[config.mk]
export PLATFORM = sky130hd
export DESIGN_NAME = cpu_address_translator
export DESIGN_NICKNAME = d
export VERILOG_FILES = /design/src/hdl/cat_pkg.sv /design/src/hdl/cat_cfg_regs.sv /design/src/hdl/cat_xlate.sv /design/src/hdl/cpu_address_translator.sv
export SDC_FILE = /design/constraint.sdc
export NUM_CORES = 1
export LEC_CHECK = 0
export ABC_AREA = 1
export BUFFER_PORTS_ARGS = -buffer_cell sky130_fd_sc_hd__buf_4
export CORE_ASPECT_RATIO = 0.6
export CORE_MARGIN = 3
export CORE_UTILIZATION = 49
export CTS_BUF_LIST = sky130_fd_sc_hd__clkbuf_4 sky130_fd_sc_hd__clkbuf_8
export DETAILED_ROUTE_END_ITERATION = 8
export PLACE_DENSITY = 0.78
export SLEW_MARGIN = 20
export SYNTH_ARGS = -nofsm -noshare
export SYNTH_HDL_FRONTEND = slang
export SYNTH_SLANG_ARGS = --single-unit
export TNS_END_PERCENT = 30
[constraint.sdc]
create_clock -name clk -period 2.86 [get_ports clk]
set_input_delay 0.572 -clock clk [delete_from_list [all_inputs] [get_ports clk]]
set_output_delay 0.572 -clock clk [all_outputs]
set_load 0.02 [all_outputs]
[src/hdl/cat_pkg.sv]
package cat_pkg;

    typedef struct packed {
        logic [15:0] bus_addr;
        logic        is_write;
    } cat_in_t;

    typedef struct packed {
        logic [27:0] physical_address;
        logic [3:0]  mechanism;
    } cat_out_t;

    typedef struct packed {
        logic [15:0] map_low_window;
        logic [15:0] map_high_window;
        logic [7:0]  low_megabyte;
        logic [7:0]  high_megabyte;
        logic [7:0]  port_direction;
        logic [7:0]  port_value;
        logic [7:0]  rom_select;
    } cat_cfg_t;

    localparam int unsigned CFG_DATA_W  = 16;
    localparam int unsigned CFG_INDEX_W = 3;

    localparam logic [CFG_INDEX_W-1:0] REG_MAP_LOW_WINDOW  = 3'd0;
    localparam logic [CFG_INDEX_W-1:0] REG_MAP_HIGH_WINDOW = 3'd1;
    localparam logic [CFG_INDEX_W-1:0] REG_LOW_MEGABYTE    = 3'd2;
    localparam logic [CFG_INDEX_W-1:0] REG_HIGH_MEGABYTE   = 3'd3;
    localparam logic [CFG_INDEX_W-1:0] REG_PORT_DIRECTION  = 3'd4;
    localparam logic [CFG_INDEX_W-1:0] REG_PORT_VALUE      = 3'd5;
    localparam logic [CFG_INDEX_W-1:0] REG_ROM_SELECT      = 3'd6;

    localparam logic [3:0] MECH_RAM      = 4'd0;
    localparam logic [3:0] MECH_MAP_LOW  = 4'd1;
    localparam logic [3:0] MECH_MAP_HIGH = 4'd2;
    localparam logic [3:0] MECH_CART_IO  = 4'd3;
    localparam logic [3:0] MECH_PORT     = 4'd4;
    localparam logic [3:0] MECH_ROM8     = 4'd5;
    localparam logic [3:0] MECH_ROMA     = 4'd6;
    localparam logic [3:0] MECH_ROMC     = 4'd7;
    localparam logic [3:0] MECH_ROME     = 4'd8;

    localparam logic [27:0] ROM_SHADOW_BASE   = 28'h0020000;
    localparam logic [27:0] IO_PAGE_BASE      = 28'hFFD3000;
    localparam logic [27:0] CART_IO_BASE      = 28'h7FFD000;
    localparam logic [27:0] CHAR_ROM_BASE     = 28'h002D000;
    localparam logic [27:0] RAM_UNDER_IO_BASE = 28'h000D000;
    localparam logic [15:0] CART_IO_FIRST     = 16'hDE00;
    localparam logic [3:0]  IO_NIBBLE         = 4'hD;

    // Bit of the ROM-banking register that covers a 4KB window from $8000 upwards.
    function automatic logic [7:0] window_bit(input logic [2:0] w);
        logic [7:0] r;
        begin
            case (w)
                3'd0, 3'd1: r = 8'h08;
                3'd2, 3'd3: r = 8'h10;
                3'd4:       r = 8'h20;
                3'd6, 3'd7: r = 8'h80;
                default:    r = 8'h00;
            endcase
            return r;
        end
    endfunction

    function automatic logic [3:0] window_mech(input logic [2:0] w);
        logic [3:0] r;
        begin
            case (w)
                3'd0, 3'd1: r = MECH_ROM8;
                3'd2, 3'd3: r = MECH_ROMA;
                3'd4:       r = MECH_ROMC;
                3'd6, 3'd7: r = MECH_ROME;
                default:    r = MECH_RAM;
            endcase
            return r;
        end
    endfunction

endpackage

[src/hdl/cat_cfg_regs.sv]
module cat_cfg_regs (
    input  logic                              clk,
    input  logic                              rst_n,
    input  logic                              cfg_write,
    input  logic [cat_pkg::CFG_INDEX_W-1:0]   cfg_index,
    input  logic [cat_pkg::CFG_DATA_W-1:0]    cfg_data,
    output cat_pkg::cat_cfg_t                 cfg
);

    cat_pkg::cat_cfg_t cfg_reg;
    cat_pkg::cat_cfg_t cfg_next;

    always_comb
    begin
        cfg_next = cfg_reg;
        if (cfg_write)
        begin
            case (cfg_index)
                cat_pkg::REG_MAP_LOW_WINDOW:  cfg_next.map_low_window  = cfg_data;
                cat_pkg::REG_MAP_HIGH_WINDOW: cfg_next.map_high_window = cfg_data;
                cat_pkg::REG_LOW_MEGABYTE:    cfg_next.low_megabyte    = cfg_data[7:0];
                cat_pkg::REG_HIGH_MEGABYTE:   cfg_next.high_megabyte   = cfg_data[7:0];
                cat_pkg::REG_PORT_DIRECTION:  cfg_next.port_direction  = cfg_data[7:0];
                cat_pkg::REG_PORT_VALUE:      cfg_next.port_value      = cfg_data[7:0];
                cat_pkg::REG_ROM_SELECT:      cfg_next.rom_select      = cfg_data[7:0];
                default:                      cfg_next = cfg_reg;
            endcase
        end
    end

    always_ff @(posedge clk or negedge rst_n)
    begin
        if (!rst_n)
        begin
            cfg_reg <= '0;
        end
        else
        begin
            cfg_reg <= cfg_next;
        end
    end

    assign cfg = cfg_reg;

endmodule

[src/hdl/cat_xlate.sv]
module cat_xlate (
    input  cat_pkg::cat_cfg_t cfg,
    input  cat_pkg::cat_in_t  item,
    output cat_pkg::cat_out_t result
);

    logic [15:0] addr;
    logic        wr;
    logic        low_half;
    logic [15:0] map;
    logic [3:0]  map_enables;
    logic        map_hit;
    logic [7:0]  mb;
    logic [19:0] map_sum;
    logic [3:0]  nib;
    logic [2:0]  lines;
    logic [27:0] low12;
    logic [27:0] rom_addr;
    logic [27:0] phys;
    logic [3:0]  mech;

    assign addr        = item.bus_addr;
    assign wr          = item.is_write;
    assign low_half    = ~addr[15];
    assign map         = low_half ? cfg.map_low_window : cfg.map_high_window;
    assign map_enables = map[15:12];
    assign map_hit     = map_enables[addr[14:13]];
    assign mb          = low_half ? cfg.low_megabyte : cfg.high_megabyte;
    assign map_sum     = {4'd0, addr} + {map[11:0], 8'd0};
    assign nib         = addr[15:12];
    assign lines       = cfg.port_value[2:0] | ~cfg.port_direction[2:0];
    assign low12       = {16'd0, addr[11:0]};
    assign rom_addr    = cat_pkg::ROM_SHADOW_BASE + {12'd0, addr};

    always_comb
    begin
        phys = {12'd0, addr};
        mech = cat_pkg::MECH_RAM;
        if (map_hit)
        begin
            phys = {mb, map_sum};
            mech = low_half ? cat_pkg::MECH_MAP_LOW : cat_pkg::MECH_MAP_HIGH;
        end
        else
        begin
            if (nib == cat_pkg::IO_NIBBLE)
            begin
                if (lines >= 3'd5)
                begin
                    if (addr >= cat_pkg::CART_IO_FIRST && !cfg.rom_select[0])
                    begin
                        phys = cat_pkg::CART_IO_BASE | low12;
                        mech = cat_pkg::MECH_CART_IO;
                    end
                    else
                    begin
                        phys = cat_pkg::IO_PAGE_BASE | low12;
                        mech = cat_pkg::MECH_PORT;
                    end
                end
                else if (lines != 3'd0 && lines != 3'd4)
                begin
                    phys = (wr ? cat_pkg::RAM_UNDER_IO_BASE : cat_pkg::CHAR_ROM_BASE) | low12;
                    mech = cat_pkg::MECH_PORT;
                end
                else
                begin
                    phys = cat_pkg::RAM_UNDER_IO_BASE | low12;
                end
            end
            if (!wr)
            begin
                if ((nib >= 4'hE && lines[1]) ||
                    ((nib == 4'hA || nib == 4'hB) && lines[1:0] == 2'b11))
                begin
                    phys = rom_addr;
                    mech = cat_pkg::MECH_PORT;
                end
                if (nib[3] && (cfg.rom_select & cat_pkg::window_bit(nib[2:0])) != 8'd0)
                begin
                    phys = rom_addr;
                    mech = cat_pkg::window_mech(nib[2:0]);
                end
            end
        end
    end

    assign result.physical_address = phys;
    assign result.mechanism        = mech;

endmodule

[src/hdl/cpu_address_translator.sv]
// Translates a 16-bit processor address and a read/write flag into a 28-bit physical
// address together with a code naming the mechanism that decided it. The block accepts
// one item per clock cycle while the output is not stalled. An item taken at the input
// sits in an input register, and the translation logic loads its result into a result
// register, from which it is offered at the output until taken. Either register accepts
// a new item whenever it is empty or its contents are being taken in the same cycle.
// Configuration writes take effect on the following cycle and should only be made while
// no item is in flight.
module cpu_address_translator (
    input  logic                              clk,
    input  logic                              rst_n,
    input  logic                              in_valid,
    output logic                              in_ready,
    input  cat_pkg::cat_in_t                  in_item,
    output logic                              out_valid,
    input  logic                              out_ready,
    output cat_pkg::cat_out_t                 out_item,
    input  logic                              cfg_write,
    input  logic [cat_pkg::CFG_INDEX_W-1:0]   cfg_index,
    input  logic [cat_pkg::CFG_DATA_W-1:0]    cfg_data
);

    cat_pkg::cat_cfg_t cfg;
    cat_pkg::cat_out_t xlate_result;

    logic              s1_valid_reg;
    logic              s1_valid_next;
    cat_pkg::cat_in_t  s1_item_reg;
    logic              s1_ready;
    logic              out_valid_reg;
    logic              out_valid_next;
    cat_pkg::cat_out_t out_item_reg;

    cat_cfg_regs u_cfg (
        .clk       (clk),
        .rst_n     (rst_n),
        .cfg_write (cfg_write),
        .cfg_index (cfg_index),
        .cfg_data  (cfg_data),
        .cfg       (cfg)
    );

    cat_xlate u_xlate (
        .cfg    (cfg),
        .item   (s1_item_reg),
        .result (xlate_result)
    );

    assign s1_ready       = !out_valid_reg || out_ready;
    assign in_ready       = !s1_valid_reg || s1_ready;
    assign s1_valid_next  = in_ready ? in_valid : s1_valid_reg;
    assign out_valid_next = s1_ready ? s1_valid_reg : out_valid_reg;

    always_ff @(posedge clk or negedge rst_n)
    begin
        if (!rst_n)
        begin
            s1_valid_reg  <= 1'b0;
            out_valid_reg <= 1'b0;
        end
        else
        begin
            s1_valid_reg  <= s1_valid_next;
            out_valid_reg <= out_valid_next;
        end
    end

    always_ff @(posedge clk)
    begin
        if (in_valid && in_ready)
        begin
            s1_item_reg <= in_item;
        end
        if (s1_valid_reg && s1_ready)
        begin
            out_item_reg <= xlate_result;
        end
    end

    assign out_valid = out_valid_reg;
    assign out_item  = out_item_reg;

    // An item taken at the input is always held in the input register on the next cycle.
    a_accept_loads: assert property (@(posedge clk) disable iff (!rst_n)
        (in_valid && in_ready) |=> s1_valid_reg)
        else $error("accepted item did not reach the input register");

    // An item held back by a stalled result register must not change.
    a_s1_hold: assert property (@(posedge clk) disable iff (!rst_n)
        (s1_valid_reg && !s1_ready) |=> (s1_valid_reg && $stable(s1_item_reg)))
        else $error("input register changed while stalled");

    // A write never reaches a ROM window.
    a_write_no_rom: assert property (@(posedge clk) disable iff (!rst_n)
        (s1_valid_reg && s1_item_reg.is_write && !(xlate_result.mechanism ==
            cat_pkg::MECH_MAP_LOW || xlate_result.mechanism == cat_pkg::MECH_MAP_HIGH)) |->
        !(xlate_result.mechanism == cat_pkg::MECH_ROM8 ||
          xlate_result.mechanism == cat_pkg::MECH_ROMA ||
          xlate_result.mechanism == cat_pkg::MECH_ROMC ||
          xlate_result.mechanism == cat_pkg::MECH_ROME))
        else $error("write item routed to ROM");

    // The upper-half MAP mechanism only serves addresses in the upper half.
    a_map_half: assert property (@(posedge clk) disable iff (!rst_n)
        (s1_valid_reg && xlate_result.mechanism == cat_pkg::MECH_MAP_HIGH) |->
        s1_item_reg.bus_addr[15])
        else $error("upper MAP mechanism used for a lower-half address");

    // A result taken from the output register is replaced in the same edge if one waits.
    a_out_refill: assert property (@(posedge clk) disable iff (!rst_n)
        (out_valid_reg && out_ready && s1_valid_reg) |=> out_valid_reg)
        else $error("result register not refilled");

endmodule
Word-level counts from Yosys, hierarchy flattened

Cells that the tools add are included.
W data, S select, Z words.

Input bits: 41
Logic and storage cells: 94
Register bits: 113

Reduce and logical (&&, ||, !) cells: 28
Bitwise operators: 4
$add $sub $neg: 2
Muxes and demuxes: 26
$lt $le $gt $ge: 4
Equal/unequal tests: 17

Operators by type and width:

| cell                     | number |
|---|---|
| $mux W28                 | 8 |
| $pmux W8 S4              | 1 |
| $or A28 B12 Y28          | 1 |
| $mux W4                  | 6 |
| $mux W8                  | 3 |
| $add A16 B20 Y20         | 1 |
| $add A18 B16 Y19 const A | 1 |
| $eq A3 B3 Y1 const B     | 6 |
| $mux W18                 | 1 |
| $ge A16 B16 Y1 const B   | 1 |
| $mux W16                 | 1 |
| $pmux W4 S4              | 1 |
| $reduce_and A2 Y1        | 7 |
| $eq A3 B2 Y1 const B     | 4 |
| $eq A4 B4 Y1 const B     | 3 |
| $and A8 B8 Y8            | 1 |
| $reduce_bool A8 Y1       | 1 |
| $logic_and A1 B1 Y1      | 7 |
| $eq A3 B1 Y1 const B     | 2 |
| $logic_not A3 Y1         | 2 |
| $mux W3                  | 2 |
| $reduce_or A2 Y1         | 3 |
| $ge A4 B4 Y1 const B     | 1 |
| $logic_or A1 B1 Y1       | 4 |
| 11 further kinds         | 13 |

Logic depth before layout (Yosys ltp)

Word-level depth: 11
Depth in mapped cells: 15
Mapped depth without buffers: 13

By module

Synthesis repeated with hierarchy kept, for this count alone.

Cell total of the unflattened synthesis: 643
Area total of the unflattened synthesis: 5690.5 um2

By module, submodules not included:

| module                 | cells an instance | seq. area each (um2) | times used | area an instance (um2) |
|---|---|---|---|---|
| cat_cfg_regs           | 323               | 1801.7               | 1          | 2862.7 |
| cpu_address_translator | 61                | 1521.5               | 1          | 1566.5 |
| cat_xlate              | 259               | 0.0                  | 1          | 1261.2 |

Least setup slack after synthesis

OpenSTA, ideal clock, no wires.

Path type: input-to-reg
Start point: input out_ready
End point: register out_item_reg, in the netlist out_item[0] (enable)
Setup time: 0.432 ns
Setup slack: 0.228 ns
Stages on the path: 2
Arrival: 2.201 ns
Cell sequence: inv_1 a21oi_1

Longest elaborated chain between the ends: 2

RTL lines:

| what                 | RTL line                     | source |
|---|---|---|
| start, declared      | cpu_address_translator.sv:16 | `input logic out_ready,` |
| $logic_or A1 B1 Y1   | cpu_address_translator.sv:49 | `assign s1_ready = !out_valid_reg \|\| out_ready;` |
| $logic_and A1 B1 Y1  | cpu_address_translator.sv:74 | `if (s1_valid_reg && s1_ready)` |
| end signal, assigned | cpu_address_translator.sv:76 | `out_item_reg <= xlate_result;` |
| end, declared        | cpu_address_translator.sv:32 | `cat_pkg::cat_out_t out_item_reg;` |

No other way between the ends.
A chain may end at the register's enable or synchronous reset.

Worst setup path after layout

Start point: register s1_item_reg[16] (netlist bit)
End point: register out_item_reg, in the netlist out_item[22] (data pin)

Longest elaborated chain between the ends: 8

RTL lines:

| what                                                                     | RTL line                     | source |
|---|---|---|
| start, declared                                                          | cpu_address_translator.sv:28 | `cat_pkg::cat_in_t s1_item_reg;` |
| start signal, assigned                                                   | cpu_address_translator.sv:72 | `s1_item_reg <= in_item;` |
| parallel branches: the longest is 7 deep, another holds $add A18 B16 Y19 | --                           |  |
| $mux W28 (*)                                                             | cat_xlate.sv:39              | `if (map_hit)` |
| named net u_xlate.phys[18]                                               | cat_xlate.sv:19              | `logic [27:0] phys;` |

Mark *: on every way through the listed nets, which the timed path passes. The select of a mux whose other input is x is not followed.

==> metrics list <==
- The completed layout was analyzed and its total power is about 4 mW.
* Antenna Nets Post-Route: 0
* CTS root buf: clkbuf_8
- The die is approximately 84 microns tall.
- After routing the design area is just under 6000 sq um.
- Clock network latency to the later pin of the worst-skew pair: about 0.37 ns
- Maximum clock frequency: between 400 and 500 MHz
* Largest buffer count on any clock path: 2
- The critical path is of the reg -> reg type.
* Horizontal extent of the die: 137 microns
* Path class of the lowest-slack min-delay path: in -> async
* Required time of the critical path: roughly 3.0 ns
- After clock tree synthesis, the clock-pin slew on the worst setup and hold paths is around 0.11 ns.
- Leakage power of the design: about 2.8 nW
* Most used cell along the critical path: nand2_1
- Fraction of the cycle the final worst path needs: 86.0%
- Detailed-routing iteration count for the pre-antenna-repair pass: 7
- Standard-cell row count: 27
* Average vias per placed instance: about 5.3
* Register-to-Register Path Depth: 13
* Sinks on Clock Net: 110
- Layout filler cell count: ~780
* Reg2reg start: s1_item_reg[16]
* Commonest cells after routing, fill and taps aside: nand2_1 (159), buf_4 (79), o21ai_0 (70)
- Data arrives at the worst endpoint at about 2.6 ns.
- Quantity of gates resized following cts: 0
- Die outline area: roughly 12000 sq um
- Worst VDD drop: around 0.36 mV
- During placement, the flow inserted port buffers numbering 74.
* Result of the run: complete, no violations
- Synthesized cell area: around 5000 sq um
* Number of vias after detailed routing: 3905
- Antenna diodes: 0
- The worst setup path is captured at a flip-flop.
- The number of buffers and inverters on the critical path is 1.
- H-Tree Depth: 3
- Critical Path Slowest Stage Cell: edfxtp_1
- Post-Syn Nets: ~580
- Clock tree skew after final layout: 0.0117 ns
- Post-CTS setup repair buffer count: 0
* Final Slew Violations: 0
- Maximum single-stage delay on the critical path: between 0.4 and 0.5 ns
- Flop-to-flop setup slack: between 0.4 and 0.5 ns
* Flip-flop count of the largest register, all copies and words added: between 50 and 60
- Fraction of layout instances using a drive strength above 1: 19.1%
* Initial antenna violation count: 0
- Post-synth top area share: slightly above 30%
- Routed wire length: around 11 mm
* DRT iter0 DRCs: 340
* Slew of the pin with the lowest slew margin: between 1 and 1.5 ns
- The first global-routing pass estimated 19.1 mm of wire.
- Via count of the first global-routing pass: around 3900
- In this run the worst path has a maximum fanout of 22.
- Area growth from synthesis to layout: 17.1%
- The worst setup path is launched from a flip-flop.
- Once the floorplan was initialized, standard cells occupied a little over half of the core.
* Synth area leaders: dfrtp_1 (30%), edfxtp_1 (29%), nand2_1 (12%)
* Final weighted congestion in routability-driven placement: 0.934
- Once detailed placement completed, the half-perimeter wirelength came to roughly 8.2 mm.
* Minimum clock period: around 2.5 ns
- A synthesized cell averages between 9 and 10 sq um.
- The synthesized netlist contains 33 unique library cells.
* All-Layer GR Usage: between 20% and 30%
- Overall overflow remaining after global route: 0
- Total negative setup slack: 0 ns
- The worst register-to-register path ends at out_item[22].
- Net count reported at finish: between 600 and 700
* Total clock buffers created by CTS: 9
* Largest delay share family, worst path: simple AND/OR/NAND/NOR gates
- Largest net degree at the start of global routing: just over 60
- Max-cap violations in this run came to 0.
* Leading cell type in the layout, fill and taps excluded: nand2_1
- Number of hold-slack violations in the final timing report: 0
- Traced cell by cell, the critical path runs through buf_4, nand2_1, nand2_1, ha_1, fa_1, nand3_1, nand2_1, nand3_1, nand3_1, nand2_1, nand2_1, nand3_1, nand2_1.
* Unrepaired setup endpoints after global routing: no
* Max-slew headroom at the worst pin: a little under a third
* CTS Hold Buffers Added: 0
- Average wire per standard cell: 15.6 microns
- Placed cell areas: 5670 sq um
- Final setup violation count: 0
* Total power divided by cell area: ~670 nW/um^2
- The floorplan step defined a core boundary enclosing 9560 sq um.
* Number of design rule violations left after detail routing: 0
- TritonCTS clock tree: done
- For this run, the number of Yosys warnings is 0.
- Synthesis produced approximately 530 cells.
* Yosys top cell by area: dfrtp_1
* I/O pin count: 75
- In this run, synthesis produced a sequential element count of 110.
- Sequential element share of the synthesized area: 59.8%
[cells in the mapped netlist]
library cell  instances
a21oi_4               1
nor3_1                2
buf_2                 2
clkbuf_1             10
nand3_1              50
a21oi_1               9
a211oi_1              1
buf_6                 4
o211ai_2              1
o21bai_1              1
and2_1                1
o21ai_0              70
nor2_2                2
nand3b_1              1
dfrtp_1              61
nand4_1               1
nand3_2               1
buf_8                 1
inv_2                 2
o21ai_2               4
nor2_1               26
inv_1                48
edfxtp_1             49
ha_1                  8
o21a_1                1
xnor2_1               3
nand2_1             159
or2_2                 3
fa_1                  1
buf_4                 1
xor2_1                1
nand3_4               2
nand2_2               4
[cell type report]
cell class | instances | area [sq um] | area share, %
clock buffer | 9 | 124 | 2.11
clock inverter | 7 | 81.3 | 1.39
inverter | 50 | 188 | 3.20
multi-input combinational | 353 | 1720 | 29.4
sequential | 110 | 3000 | 51.1
tap | 130 | 163 | 2.77
timing repair buffer | 79 | 593 | 10.1
[power by group]
group | switching [mW] | total, mW | internal (mW)
clock network | 0.539 | 0.956 | 0.417
logic | 0.557 | 0.897 | 0.340
registers | 0.135 | 2.06 | 1.93
total | 1.23 | 3.91 | 2.68
[kinds of logic after synthesis]
| family | count (synthesis) | share of synthesized area [%] |
|---|---|---|
| simple gates | 252 | 21.5 |
| fa+ha+maj | 9 | 2.40 |
| xor+xnor | 4 | 0.699 |
| buf+inv | 68 | 6.04 |
| compound gates | 88 | 9.61 |
| flops | 110 | 59.8 |
[worst max path at each step]
stage	depth (start not counted)	startpoint	slack (ns)	endpoint
floorplan	2	out_ready	0.23	out_item[0]
global placement	13	s1_item_reg[16]	0.57	out_item[22]
detailed placement	13	s1_item_reg[16]	0.47	out_item[22]
CTS	13	s1_item_reg[16]	0.45	out_item[22]
global route	13	s1_item_reg[16]	0.20	out_item[22]
finish	13	s1_item_reg[16]	0.40	out_item[22]
[stage by stage]
step | utilization [%] | worst slack (ns) | instances | hold WS, ns
5_1_grt | 61.4 | 0.202 | 738 | 0.305
3_5_place_dp | 59.3 | 0.467 | 722 | 0.407
2_1_floorplan | - | 0.228 | 531 | 0.276
4_1_cts | 61.4 | 0.445 | 738 | 0.290
3_3_place_gp | 59.3 | 0.569 | 722 | 0.400
6_report | 61.4 | 0.401 | 738 | 0.258
[routing by layer]
layer	global-route usage (%)	wire length, microns	vias up
li1	-	-	1891
met1	29.7	5400	1845
met2	32.6	5060	152
met3	6.05	885	17
met4	4.76	145	0
met5	0	0	-
Note: power is estimated with default switching activity, not from simulation.
